--- src/rtl/i2a_pkg.sv ---
// ----------------------------------------------------------------------------
// Integer to ASCII formatter package
// Shared widths, format mode codes, character codes and the control structs
// that join the controller to the datapath.
// ----------------------------------------------------------------------------
package i2a_pkg;

    // Width of the integer that is formatted, read as two's complement.
    localparam int VALUE_WIDTH = 64;

    // Decimal digits that hold any VALUE_WIDTH-bit magnitude (log10(2) ~ 0.30103).
    localparam int BCD_DIGITS = (VALUE_WIDTH * 30103) / 100000 + 1;
    localparam int HEX_DIGITS = (VALUE_WIDTH + 3) / 4;
    localparam int SH_W       = 4 * BCD_DIGITS;
    localparam int CNT_W      = $clog2(VALUE_WIDTH + 1);

    localparam int SHORT_W     = 16;
    localparam int BYTE_W      = 8;
    localparam int FOUR_DIGITS = 4;

    localparam logic [VALUE_WIDTH-1:0] VALUE_SIGN = {1'b1, {(VALUE_WIDTH-1){1'b0}}};
    localparam logic [VALUE_WIDTH-1:0] VALUE_MAX  = ~VALUE_SIGN;

    // Format modes.
    localparam logic [2:0] OP_DEC       = 3'd0;
    localparam logic [2:0] OP_BIN       = 3'd1;
    localparam logic [2:0] OP_HEX       = 3'd2;
    localparam logic [2:0] OP_BYTE_BIN  = 3'd3;
    localparam logic [2:0] OP_FOUR_DEC  = 3'd4;
    localparam logic [2:0] OP_TRIM_BYTE = 3'd5;

    // Character codes.
    localparam logic [6:0] CH_ZERO           = 7'd48;
    localparam logic [6:0] CH_MINUS          = 7'd45;
    localparam logic [6:0] HEX_LETTER_OFFSET = 7'd55;
    localparam logic [3:0] DEC_LIMIT         = 4'd10;

    // Commands from the controller to the datapath.
    typedef struct packed {
        logic load;      // capture a new item
        logic conv;      // one double-dabble step
        logic align;     // move the four-digit result to the top
        logic shift;     // drop the top digit
        logic sel_sign;  // present the minus sign
    } i2a_cmd_t;

    // Status from the datapath to the controller.
    typedef struct packed {
        logic conv_last;  // final conversion step is under way
        logic lead_zero;  // top digit is a leading zero that may be dropped
        logic neg;        // a minus sign is owed
        logic dig_last;   // top digit is the final one
    } i2a_status_t;

    function automatic logic [6:0] digit_ascii(input logic [3:0] d);
        logic [6:0] code;
        if (d < DEC_LIMIT) begin
            code = CH_ZERO + 7'(d);
        end else begin
            code = HEX_LETTER_OFFSET + 7'(d);
        end
        return code;
    endfunction

endpackage

--- src/rtl/i2a_datapath.sv ---
// ----------------------------------------------------------------------------
// Integer to ASCII formatter datapath
// Holds the magnitude, the shared BCD / digit shift register and the digit
// counters, and forms the outgoing character.
// ----------------------------------------------------------------------------
module i2a_datapath (
    input  logic                 aclk,
    input  logic                 aresetn,
    input  logic [63:0]          s_value,
    input  logic [2:0]           s_operation,
    input  i2a_pkg::i2a_cmd_t    cmd,
    output i2a_pkg::i2a_status_t status,
    output logic [6:0]           m_character,
    output logic                 m_last
);

    localparam int W = i2a_pkg::VALUE_WIDTH;
    localparam int S = i2a_pkg::SH_W;
    localparam int C = i2a_pkg::CNT_W;

    logic [W-1:0] bin_reg, bin_next;
    logic [S-1:0] sh_reg, sh_next;
    logic [C-1:0] step_reg, step_next;
    logic [C-1:0] dig_reg, dig_next;
    logic         neg_reg, neg_next;
    logic         bit_reg, bit_next;
    logic         sup_reg, sup_next;
    logic         four_reg, four_next;

    logic [W-1:0] v;
    logic [W-1:0] mag_raw;
    logic [W-1:0] mag;
    logic [S-1:0] adj;
    logic [3:0]   digit;

    // Two's complement magnitude, saturated so the most negative value
    // prints as the next one up.
    always_comb begin
        v       = s_value[W-1:0];
        mag_raw = v[W-1] ? (~v + W'(1)) : v;
        mag     = (mag_raw == i2a_pkg::VALUE_SIGN) ? i2a_pkg::VALUE_MAX : mag_raw;
    end

    // Add three to every BCD digit of five or more before the shift.
    always_comb begin
        for (int i = 0; i < i2a_pkg::BCD_DIGITS; i++) begin
            adj[4*i +: 4] = (sh_reg[4*i +: 4] >= 4'd5) ? sh_reg[4*i +: 4] + 4'd3
                                                       : sh_reg[4*i +: 4];
        end
    end

    always_comb begin
        bin_next  = bin_reg;
        sh_next   = sh_reg;
        step_next = step_reg;
        dig_next  = dig_reg;
        neg_next  = neg_reg;
        bit_next  = bit_reg;
        sup_next  = sup_reg;
        four_next = four_reg;
        if (cmd.load) begin
            bin_next  = mag;
            sh_next   = '0;
            step_next = C'(W);
            neg_next  = v[W-1];
            bit_next  = 1'b0;
            sup_next  = 1'b1;
            four_next = 1'b0;
            dig_next  = C'(i2a_pkg::BCD_DIGITS);
            case (s_operation)
                i2a_pkg::OP_DEC: begin
                end
                i2a_pkg::OP_BIN: begin
                    sh_next  = S'(mag) << (S - W);
                    bit_next = 1'b1;
                    dig_next = C'(W);
                end
                i2a_pkg::OP_HEX: begin
                    sh_next  = S'(mag) << (S - 4 * i2a_pkg::HEX_DIGITS);
                    dig_next = C'(i2a_pkg::HEX_DIGITS);
                end
                i2a_pkg::OP_BYTE_BIN: begin
                    sh_next  = S'(v[i2a_pkg::BYTE_W-1:0]) << (S - i2a_pkg::BYTE_W);
                    neg_next = 1'b0;
                    bit_next = 1'b1;
                    sup_next = 1'b0;
                    dig_next = C'(i2a_pkg::BYTE_W);
                end
                i2a_pkg::OP_FOUR_DEC: begin
                    bin_next  = W'(v[i2a_pkg::SHORT_W-1:0]) << (W - i2a_pkg::SHORT_W);
                    step_next = C'(i2a_pkg::SHORT_W);
                    neg_next  = 1'b0;
                    sup_next  = 1'b0;
                    four_next = 1'b1;
                    dig_next  = C'(i2a_pkg::FOUR_DIGITS);
                end
                i2a_pkg::OP_TRIM_BYTE: begin
                    sh_next  = S'(v[i2a_pkg::BYTE_W-1:0]) << (S - i2a_pkg::BYTE_W);
                    neg_next = 1'b0;
                    bit_next = 1'b1;
                    dig_next = C'(i2a_pkg::BYTE_W);
                end
                default: begin
                    neg_next = 1'b0;
                end
            endcase
        end else if (cmd.conv) begin
            sh_next   = {adj[S-2:0], bin_reg[W-1]};
            bin_next  = bin_reg << 1;
            step_next = step_reg - C'(1);
        end else if (cmd.align) begin
            // Only the low four BCD digits count: that is the value mod 10000.
            if (four_reg) begin
                sh_next = sh_reg << (S - 4 * i2a_pkg::FOUR_DIGITS);
            end
        end else if (cmd.shift) begin
            sh_next  = bit_reg ? (sh_reg << 1) : (sh_reg << 4);
            dig_next = dig_reg - C'(1);
        end
    end

    always_ff @(posedge aclk) begin
        bin_reg  <= bin_next;
        sh_reg   <= sh_next;
        step_reg <= step_next;
        dig_reg  <= dig_next;
        bit_reg  <= bit_next;
        sup_reg  <= sup_next;
        four_reg <= four_next;
        if (!aresetn) begin
            neg_reg <= 1'b0;
        end else begin
            neg_reg <= neg_next;
        end
    end

    assign digit = bit_reg ? {3'b000, sh_reg[S-1]} : sh_reg[S-1 -: 4];

    assign status.conv_last = (step_reg == C'(1));
    assign status.dig_last  = (dig_reg == C'(1));
    assign status.lead_zero = sup_reg && (digit == 4'd0) && (dig_reg != C'(1));
    assign status.neg       = neg_reg;

    assign m_character = cmd.sel_sign ? i2a_pkg::CH_MINUS : i2a_pkg::digit_ascii(digit);
    assign m_last      = !cmd.sel_sign && status.dig_last;

endmodule

--- src/rtl/i2a_ctrl.sv ---
// ----------------------------------------------------------------------------
// Integer to ASCII formatter controller
// Sequences capture, conversion, leading-zero skipping and character output.
// ----------------------------------------------------------------------------
module i2a_ctrl (
    input  logic                 aclk,
    input  logic                 aresetn,
    input  logic                 s_valid,
    output logic                 s_ready,
    input  logic [2:0]           s_operation,
    output logic                 m_valid,
    input  logic                 m_ready,
    input  i2a_pkg::i2a_status_t status,
    output i2a_pkg::i2a_cmd_t    cmd
);

    localparam logic [2:0] ST_IDLE  = 3'd0;
    localparam logic [2:0] ST_CONV  = 3'd1;
    localparam logic [2:0] ST_ALIGN = 3'd2;
    localparam logic [2:0] ST_SKIP  = 3'd3;
    localparam logic [2:0] ST_SIGN  = 3'd4;
    localparam logic [2:0] ST_EMIT  = 3'd5;

    logic [2:0] state_reg, state_next;

    always_comb begin
        state_next   = state_reg;
        cmd          = '0;
        s_ready      = 1'b0;
        m_valid      = 1'b0;
        case (state_reg)
            ST_IDLE: begin
                s_ready  = 1'b1;
                cmd.load = s_valid;
                if (s_valid) begin
                    if (s_operation inside {i2a_pkg::OP_DEC, i2a_pkg::OP_FOUR_DEC}) begin
                        state_next = ST_CONV;
                    end else if (s_operation inside {i2a_pkg::OP_BIN, i2a_pkg::OP_HEX,
                                                     i2a_pkg::OP_BYTE_BIN,
                                                     i2a_pkg::OP_TRIM_BYTE}) begin
                        state_next = ST_SKIP;
                    end
                end
            end
            ST_CONV: begin
                cmd.conv = 1'b1;
                if (status.conv_last) begin
                    state_next = ST_ALIGN;
                end
            end
            ST_ALIGN: begin
                cmd.align  = 1'b1;
                state_next = ST_SKIP;
            end
            ST_SKIP: begin
                if (status.lead_zero) begin
                    cmd.shift = 1'b1;
                end else begin
                    state_next = status.neg ? ST_SIGN : ST_EMIT;
                end
            end
            ST_SIGN: begin
                m_valid      = 1'b1;
                cmd.sel_sign = 1'b1;
                if (m_ready) begin
                    state_next = ST_EMIT;
                end
            end
            ST_EMIT: begin
                m_valid = 1'b1;
                if (m_ready) begin
                    cmd.shift = 1'b1;
                    if (status.dig_last) begin
                        state_next = ST_IDLE;
                    end
                end
            end
            default: begin
                state_next = ST_IDLE;
            end
        endcase
    end

    always_ff @(posedge aclk) begin
        if (!aresetn) begin
            state_reg <= ST_IDLE;
        end else begin
            state_reg <= state_next;
        end
    end

endmodule

--- src/rtl/integer_to_ascii_formatter.sv ---
// ----------------------------------------------------------------------------
// Integer to ASCII formatter
// Turns one two's-complement integer and a format mode into its ASCII
// characters, most significant first, with the final character marked.
// ----------------------------------------------------------------------------
// Usage: an item on the s_ channel carries s_value and s_operation. The
// block answers with one item per character on the m_ channel; m_last marks
// the final character of the item. Modes 6 and 7 are taken and dropped with
// no character at all.
// Sequence: the item is captured, then for the decimal modes one double-dabble
// step runs per value bit (all 64 for signed decimal, the low 16 for the
// four-digit mode), followed by an alignment step. Leading zeros are dropped at
// one digit per cycle, then the minus sign and the digits leave at one per
// cycle while m_ready is high. Each of the 20 digit places of a signed
// decimal item is either dropped or sent.
// Only one item is in the block at a time: s_ready is high only when the
// previous item's characters are all delivered.
// At reset the controller returns to idle and any item in progress is lost.
// When the receiver stalls, the current character holds on m_character and
// m_last and the block simply waits.
// ----------------------------------------------------------------------------
module integer_to_ascii_formatter (
    input  logic        aclk,
    input  logic        aresetn,
    input  logic        s_valid,
    output logic        s_ready,
    input  logic [63:0] s_value,
    input  logic [2:0]  s_operation,
    output logic        m_valid,
    input  logic        m_ready,
    output logic [6:0]  m_character,
    output logic        m_last
);

    i2a_pkg::i2a_cmd_t    cmd;
    i2a_pkg::i2a_status_t status;

    // The controller owns both handshakes and steps the datapath.
    i2a_ctrl u_ctrl (
        .aclk        (aclk),
        .aresetn     (aresetn),
        .s_valid     (s_valid),
        .s_ready     (s_ready),
        .s_operation (s_operation),
        .m_valid     (m_valid),
        .m_ready     (m_ready),
        .status      (status),
        .cmd         (cmd)
    );

    // The datapath holds the magnitude and the shared BCD / digit register.
    i2a_datapath u_datapath (
        .aclk        (aclk),
        .aresetn     (aresetn),
        .s_value     (s_value),
        .s_operation (s_operation),
        .cmd         (cmd),
        .status      (status),
        .m_character (m_character),
        .m_last      (m_last)
    );

    // The block never takes a new item while it still shows a character.
    assert property (@(posedge aclk) disable iff (!aresetn)
        !(s_ready && m_valid))
        else $error("input accepted while a character is pending");

    // After the final character goes out, the block is idle again.
    assert property (@(posedge aclk) disable iff (!aresetn)
        (m_valid && m_ready && m_last) |=> (s_ready && !m_valid))
        else $error("block not idle after the final character");

    // A minus sign is always followed by at least one digit.
    assert property (@(posedge aclk) disable iff (!aresetn)
        (m_valid && (m_character == i2a_pkg::CH_MINUS)) |-> !m_last)
        else $error("minus sign marked as final character");

endmodule

--- config.mk ---
export PLATFORM = sky130hd
export DESIGN_NAME = integer_to_ascii_formatter
export DESIGN_NICKNAME = d
export VERILOG_FILES = /design/src/rtl/i2a_pkg.sv /design/src/rtl/i2a_datapath.sv /design/src/rtl/i2a_ctrl.sv /design/src/rtl/integer_to_ascii_formatter.sv
export SDC_FILE = /design/constraint.sdc
export NUM_CORES = 1
export LEC_CHECK = 0
export BUFFER_PORTS_ARGS = -buffer_cell sky130_fd_sc_hd__buf_2
export CAP_MARGIN = 40
export CORE_MARGIN = 3
export CORE_UTILIZATION = 44
export CTS_BUF_LIST = sky130_fd_sc_hd__clkbuf_2
export CTS_CLUSTER_SIZE = 12
export DETAILED_ROUTE_END_ITERATION = 6
export HOLD_SLACK_MARGIN = 0.1
export SETUP_SLACK_MARGIN = 0.2
export SYNTH_ARGS = -nofsm -noshare
export SYNTH_HDL_FRONTEND = slang
export SYNTH_SLANG_ARGS = --single-unit
--- constraint.sdc ---
create_clock -name aclk -period 6.35 [get_ports aclk]
set_input_delay 0.3175 -clock aclk [delete_from_list [all_inputs] [get_ports aclk]]
set_output_delay 0.3175 -clock aclk [all_outputs]
set_load 0.1 [all_outputs]
# Word-level counts from Yosys, hierarchy flattened
# Cells that the tools add are included.
dict set report word_totals {
  wordCells 167
  regBits 165
  in_bits 71
  out_inout_bits 10
}
dict set report op_classes {
  mux 66
  eq_ne 24
  reduce_logical 21
  bitwise 1
  n_addsub 25
  n_lt_le_gt_ge 21
}
# cell n
set op_table {}
lappend op_table {{2-to-1 mux 80 bit} 6}
lappend op_table {{2-to-1 mux 64 bit} 5}
lappend op_table {{one-hot mux 80 bit (2 select lines)} 1}
lappend op_table {{greater-or-equal comparator 4 x 3 -> 1 bit, second input constant} 20}
lappend op_table {{2-to-1 mux 4 bit} 20}
lappend op_table {{adder 4 x 2 -> 4 bit, second input constant} 19}
lappend op_table {{adder 64 x 1 -> 64 bit, second input constant} 1}
lappend op_table {{equality test 64 bit, second input constant} 1}
lappend op_table {{NOT 64 bit} 1}
lappend op_table {{2-to-1 mux 7 bit} 9}
lappend op_table {{one-hot mux 7 bit (4 select lines)} 1}
lappend op_table {{2-to-1 mux 3 bit} 9}
lappend op_table {{one-hot mux 3 bit (6 select lines)} 1}
lappend op_table {{adder 6 x 4 -> 7 bit, first input constant} 2}
lappend op_table {{equality test 7 x 1 -> 1 bit, second input constant} 2}
lappend op_table {{subtractor 7 x 1 -> 7 bit, second input constant} 2}
lappend op_table {{2-to-1 mux 1 bit} 13}
lappend op_table {{equality test 3 x 2 -> 1 bit, second input constant} 4}
lappend op_table {{equality test 3 bit, second input constant} 4}
lappend op_table {{inequality test 2 bit, second input constant} 5}
lappend op_table {{nonzero test 4 bit} 2}
lappend op_table {{OR reduction 2 bit} 4}
lappend op_table {{inequality test 7 x 1 -> 1 bit, second input constant} 1}
lappend op_table {{AND reduction 7 bit} 1}
lappend op_table {{other kinds (15)} 24}

# Longest topological paths before layout
dict set report depth {
  depth_word 10
  depth_mapped 10
  ltp_nobuf 8
}

# Modules after synthesis
# Synthesis repeated with hierarchy kept, for this count alone.
dict set report hier_totals {
  hier_cells 1329
  area_unflattened_um2 12550.8
}
# mod cells_each n_inst area_per_inst_um2 seq_area_each_um2
set by_module_without_submodules {}
lappend by_module_without_submodules {i2a_datapath 1289 1 12243.0 4854.7}
lappend by_module_without_submodules {i2a_ctrl 40 1 307.8 60.1}

# Worst setup path after synthesis
# OpenSTA, ideal clock, no wires.
dict set report synth_path {
  path_kind {register to output}
  start {reg u_datapath.bit_reg}
  end {out m_character[1]}
  path_stages_with_launch 7
  slack_ns -0.518
  t_required_ns 6.032
  path_buffers 3
  arrival_ns 6.551
  path_cell_list {edfxtp_1 clkbuf_1 clkbuf_1 clkbuf_1 mux2i_1 ha_1 a2111oi_0}
}
dict set report synth_via {
  elab_chain_len 4
  word_cells_on_any_way 6
  cone_classes {add/sub (2); order compare (1); mux (3)}
}
# item line_no
set synth_lines {}
lappend synth_lines {{start: declaration} i2a_datapath.sv:26} ;# logic bit_reg, bit_next;
lappend synth_lines {{start signal: assignment} i2a_datapath.sv:127} ;# bit_reg <= bit_next;
lappend synth_lines {{2-to-1 mux 4 bit *} i2a_datapath.sv:137} ;# assign digit = bit_reg ? {3'b000, sh_reg[S-1]} : sh_reg[S-1 -: 4];
lappend synth_lines {{adder 6 x 4 -> 7 bit, or another cell as far along} i2a_pkg.sv:60} ;# code = HEX_LETTER_OFFSET + 7'(d);
lappend synth_lines {{2-to-1 mux 7 bit *} i2a_pkg.sv:57} ;# if (d < DEC_LIMIT) begin
lappend synth_lines {{2-to-1 mux 7 bit *} i2a_datapath.sv:144} ;# assign m_character = cmd.sel_sign ? i2a_pkg::CH_MINUS : i2a_pkg::digit_ascii(digit);
lappend synth_lines {{end: declaration} integer_to_ascii_formatter.sv:31} ;# output logic [6:0] m_character,
# Mark *: on every way between the ends. The rest lies on a longest branch, timed or not.

# Final worst setup path
dict set report layout_path {
  start {in s_value[0]}
  end {reg u_datapath.sh_reg[73] (data pin)}
}
dict set report layout_via {
  elab_chain_len 7
}
# item line_no
set layout_lines {}
lappend layout_lines {{start: declaration} integer_to_ascii_formatter.sv:27} ;# input logic [63:0] s_value,
lappend layout_lines {{NOT 64 bit} i2a_datapath.sv:40} ;# mag_raw = v[W-1] ? (~v + W'(1)) : v;
lappend layout_lines {{adder 64 x 1 -> 64 bit} i2a_datapath.sv:40}
lappend layout_lines {{2-to-1 mux 64 bit *} i2a_datapath.sv:40}
lappend layout_lines {{equality test 64 bit} i2a_datapath.sv:41} ;# mag = (mag_raw == i2a_pkg::VALUE_SIGN) ? i2a_pkg::VALUE_MAX : mag_raw;
lappend layout_lines {{2-to-1 mux 64 bit *} i2a_datapath.sv:41}
lappend layout_lines {{one-hot mux 80 bit (2 select lines) *} i2a_datapath.sv:70} ;# case (s_operation)
lappend layout_lines {{2-to-1 mux 80 bit *} i2a_datapath.sv:61} ;# if (cmd.load) begin
lappend layout_lines {{net u_datapath.sh_next[73]} i2a_datapath.sv:22} ;# logic [S-1:0] sh_reg, sh_next;
lappend layout_lines {{end signal: assignment} i2a_datapath.sv:124} ;# sh_reg <= sh_next;
lappend layout_lines {{end: declaration} i2a_datapath.sv:22}
# Mark *: on every way through the listed nets, which the timed path passes. The rest lies on a longest branch.
# A chain may end at the register's enable or synchronous reset.

==> qor.yml <==
synthesis:
  synth_top_area_share: 0.376
  synth_top_flop_cell: "edfxtp_1"
  syn_inst: 1445
  netlist_area_um2: 12900
  yosysSeqAreaShare: 0.382
  ys_seq_elements: 165
  synth_nets: 1563
  synth_xor_area_frac: 0.0579
  synth_compound_area_frac: 0.218
  synth_top_family_by_area: "compound AO/OA/AOI/OAI gates"
  yosysWarningCount: 0
  synthArstFlopShare: 0
  synth_top_area_cell: "edfxtp_1"
  synth-adder-area-share: 0.0457
  synth_edf_count: 161
  synth-simple-area-share: 0.187
  ys_top_cells_by_area: "edfxtp_1 38%, mux2i_1 5.1%, ha_1 4.6%, o21ai_0 4.4%, nand2_1 3.9%"
  avgSynthCellArea_um2: 8.90
  synthMuxAreaShare: 0.0620
  synth_cell_types: 69
timing:
  max_slew_margin: 0.424
  setup_viol: 0
  fmaxAchievable_ghz: 0.224
  fin_crit_ns: 4.47
  tightest_slew_ns: 0.864
  timing.final.crit_share: 0.703
  slew_violations: 0
  hold_viol_final: 0
  fin_skew_ns: 0.0850
  fin_hold_ws_ns: 0.150
  setup_tns_ns: 0
  rsz0062_at_grt: "no"
detailed_routing:
  dr.pass1.iters: 6
  drt-initial-drc-count: 1293
  postRouteAntennaNets: 0
  drc: 0
  vias_per_cell: 6.22
  wl_per_cell_um: 21.9
  via_count: 11964
  finalWirelength_um: 42100
setup_path:
  critical_path_peak_fanout: 20
  critPathTopFamily: "simple AND/OR/NAND/NOR gates"
  cp.arrival_ns: 5.18
  endpoint_kind: "register"
  crit_top_cell: "or4_1"
  path_cells: "dlygate4sd3_1 > buf_2 > or4_1 > or4_1 > or3_1 > or4_1 > nand2b_4 > o211ai_1 > dlygate4sd3_1"
  cpMaxStageDelayCell: "or4_1"
  crit_type: "primary input to register"
  start_kind: "primary input"
  critPathRequiredTime_ns: 7.07
  critical_path_depth: 9
  critPathMaxStageDelay_ns: 0.97
  critPathBufInv: 3
  ff2ff_path_depth: 9
floorplan:
  die-area_um2: 31300
  die_h_um: 177
  core_um2: 28300
  io_pins: 81
  rows: 61
  die_w_um: 177
  start_util: 0.454
power:
  p_leak_nw: 5.40
  ir_drop_v: 0.000267
  p_total_mw: 7.70
  p_per_area_nw_per_um2: 531
global_route:
  use_met3: 0.0517
  grt_pass1_vias: 10968
  gr-usage-met2: 0.383
  grt_max_degree: 72
  top_usage_layer: "met1"
  antenna_found_initial: 1
  grt_usage: 0.263
  grt_first_pass_wirelength_um: 64100
  grt.overflow.total: 0
  use_met1: 0.394
cells_and_area:
  fin_cells: 1925
  final_nets: 1651
  layout-drive-gt1-share: 0.113
  largest_reg_flops: 80
  area_delta_synth_final_pct: 12.7
clocking:
  clk_latency_ns: 0.81
  clock_tree.root_cell: "clkbuf_2"
  cts.sinks: 165
  post-cts-setup-buffer-count: 0
  htree_levels: 4
  clkSlewWorstSetupHoldPaths_ns: 0.35
  tritoncts: "built"
  clk_path_buf_depth: 2
  numCtsBuffers: 17
  cts_resized: 0
worst_hold_path:
  min_path_cells: 4
  min_path_type: "primary input to register"
placement:
  dp_hpwl_um: 29400
  dp.cells: 1835
  gp_congestion: 0.915
  port_buffers: 80
flow_run:
  drv_cap: 0
outcome:
  run_status: "finished clean"
## cells in the mapped netlist (5+ instances only)
library cell  count
o41ai_1          20
o21ai_0         114
or3_1            26
nor2_1          121
or4_1            14
a2111oi_0         5
a22o_1           16
o22a_1            6
clkbuf_1         75
o21ai_1          16
a22oi_1          12
o211ai_1          8
nor3b_1          22
xor2_1           42
o2bb2ai_1         7
ha_1             47
o31ai_1          23
nand4_1          16
mux2_2           13
and2_1            5
buf_1            13
o22ai_1          46
nor3_1           34
mux2i_1          65
a221oi_1         19
a21o_1           13
a211oi_1          9
xnor2_1          43
and3_1            5
nand3_1          19
edfxtp_1        161
inv_1            58
nand4b_1          5
or2_2             9
nor4_1           20
nand2_1         134
nand2b_1         38
a21oi_1          83
## area by class of cell
cell class / count / area [um^2]
Multi-Input combinational cell: 1126 / 7390
Sequential cell: 165 / 4910
Clock buffer: 17 / 85.1
Tap cell: 378 / 473
Antenna cell: 1 / 2.50
Timing Repair Buffer: 165 / 1210
Inverter: 58 / 218
Clock inverter: 15 / 204
Fill cell: 2651 / 13800
## report_power, final
part           switching (mW)  internal, mW
Clock                   0.451         0.241
Combinational            2.63          1.57
Sequential              0.600          2.22
Total                    3.68          4.03
## placed cells by master (no fill, tap or decap), types with 12 or more instances in the layout
master and n:
buf_4 24, or3_1 26, nor3_1 34, o21ai_0 114
ha_1 47, inv_1 57, o21ai_1 16, nand3_1 19
a22oi_1 12, o41ai_1 20, edfxtp_1 161, nand4_1 16
nor2_1 120, buf_2 81, o22ai_1 46, dlygate4sd3_1 57
nor3b_1 20, xnor2_1 43, a22o_1 16, nor4_1 20
o31ai_1 23, nand2b_1 38, clkbuf_2 17, or4_1 14
a221oi_1 19, a21oi_1 83, nand2_1 131, xor2_1 42
a21o_1 13, mux2i_1 65, mux2_2 13
## timing repair
item                                   4_1_cts  5_1_grt
hold buffers                                57        0
setup endpoints to repair                    0        0
endpoints found under the hold margin       63        0
## metrics by stage
| step | instance area [um^2] | setup slack (ns) | utilization |
|---|---|---|---|
| final | 14500 | 1.88 | 0.512 |
| after global routing | 14500 | 1.83 | 0.512 |
| after CTS | 14500 | 1.98 | 0.512 |
| after detailed placement | 13600 | 2.08 | 0.481 |
| after global placement | 13600 | 2.18 | 0.479 |
| after floorplan | 12900 | 0.394 | - |
## worst min-delay path, stage by stage
cell and delay [ns]:
buf_2 0.14, xnor2_1 0.12, nor2_1 0.11, o21ai_0 0.08
## cells by family (layout without fill, tap and decap cells)
group | Yosys count | count (layout)
buffers and inverters | 154 | 255
other | 0 | 1
adder cells (fa/ha/maj) | 47 | 47
flip-flops | 165 | 165
AND/OR/NAND/NOR | 482 | 482
multiplexers | 78 | 78
AO/OA/AOI/OAI | 434 | 434
XOR/XNOR | 85 | 85
## metal layers
| metal | up-vias | share of wire | wire length (um) |
|---|---|---|---|
| met3 | 59 | 0.088 | 3690 |
| met4 | 0 | 0.023 | 964 |
| met2 | 539 | 0.43 | 18000 |
| li1 | 5614 | - | - |
| met5 | - | 0 | 0 |
| met1 | 5752 | 0.46 | 19400 |
## path summary, 6_finish.rpt
kind / endpoint / from / slack, ns
min: u_datapath.sh_reg[59] / s_value[43] / 0.15
max: u_datapath.sh_reg[73] / s_value[0] / 1.88
min reg2reg: u_datapath.neg_reg / u_datapath.neg_reg / 0.54
max reg2reg: u_datapath.bin_reg[60] / u_ctrl.state_reg[2] / 2.56
Note: power is estimated with default switching activity, not from simulation.
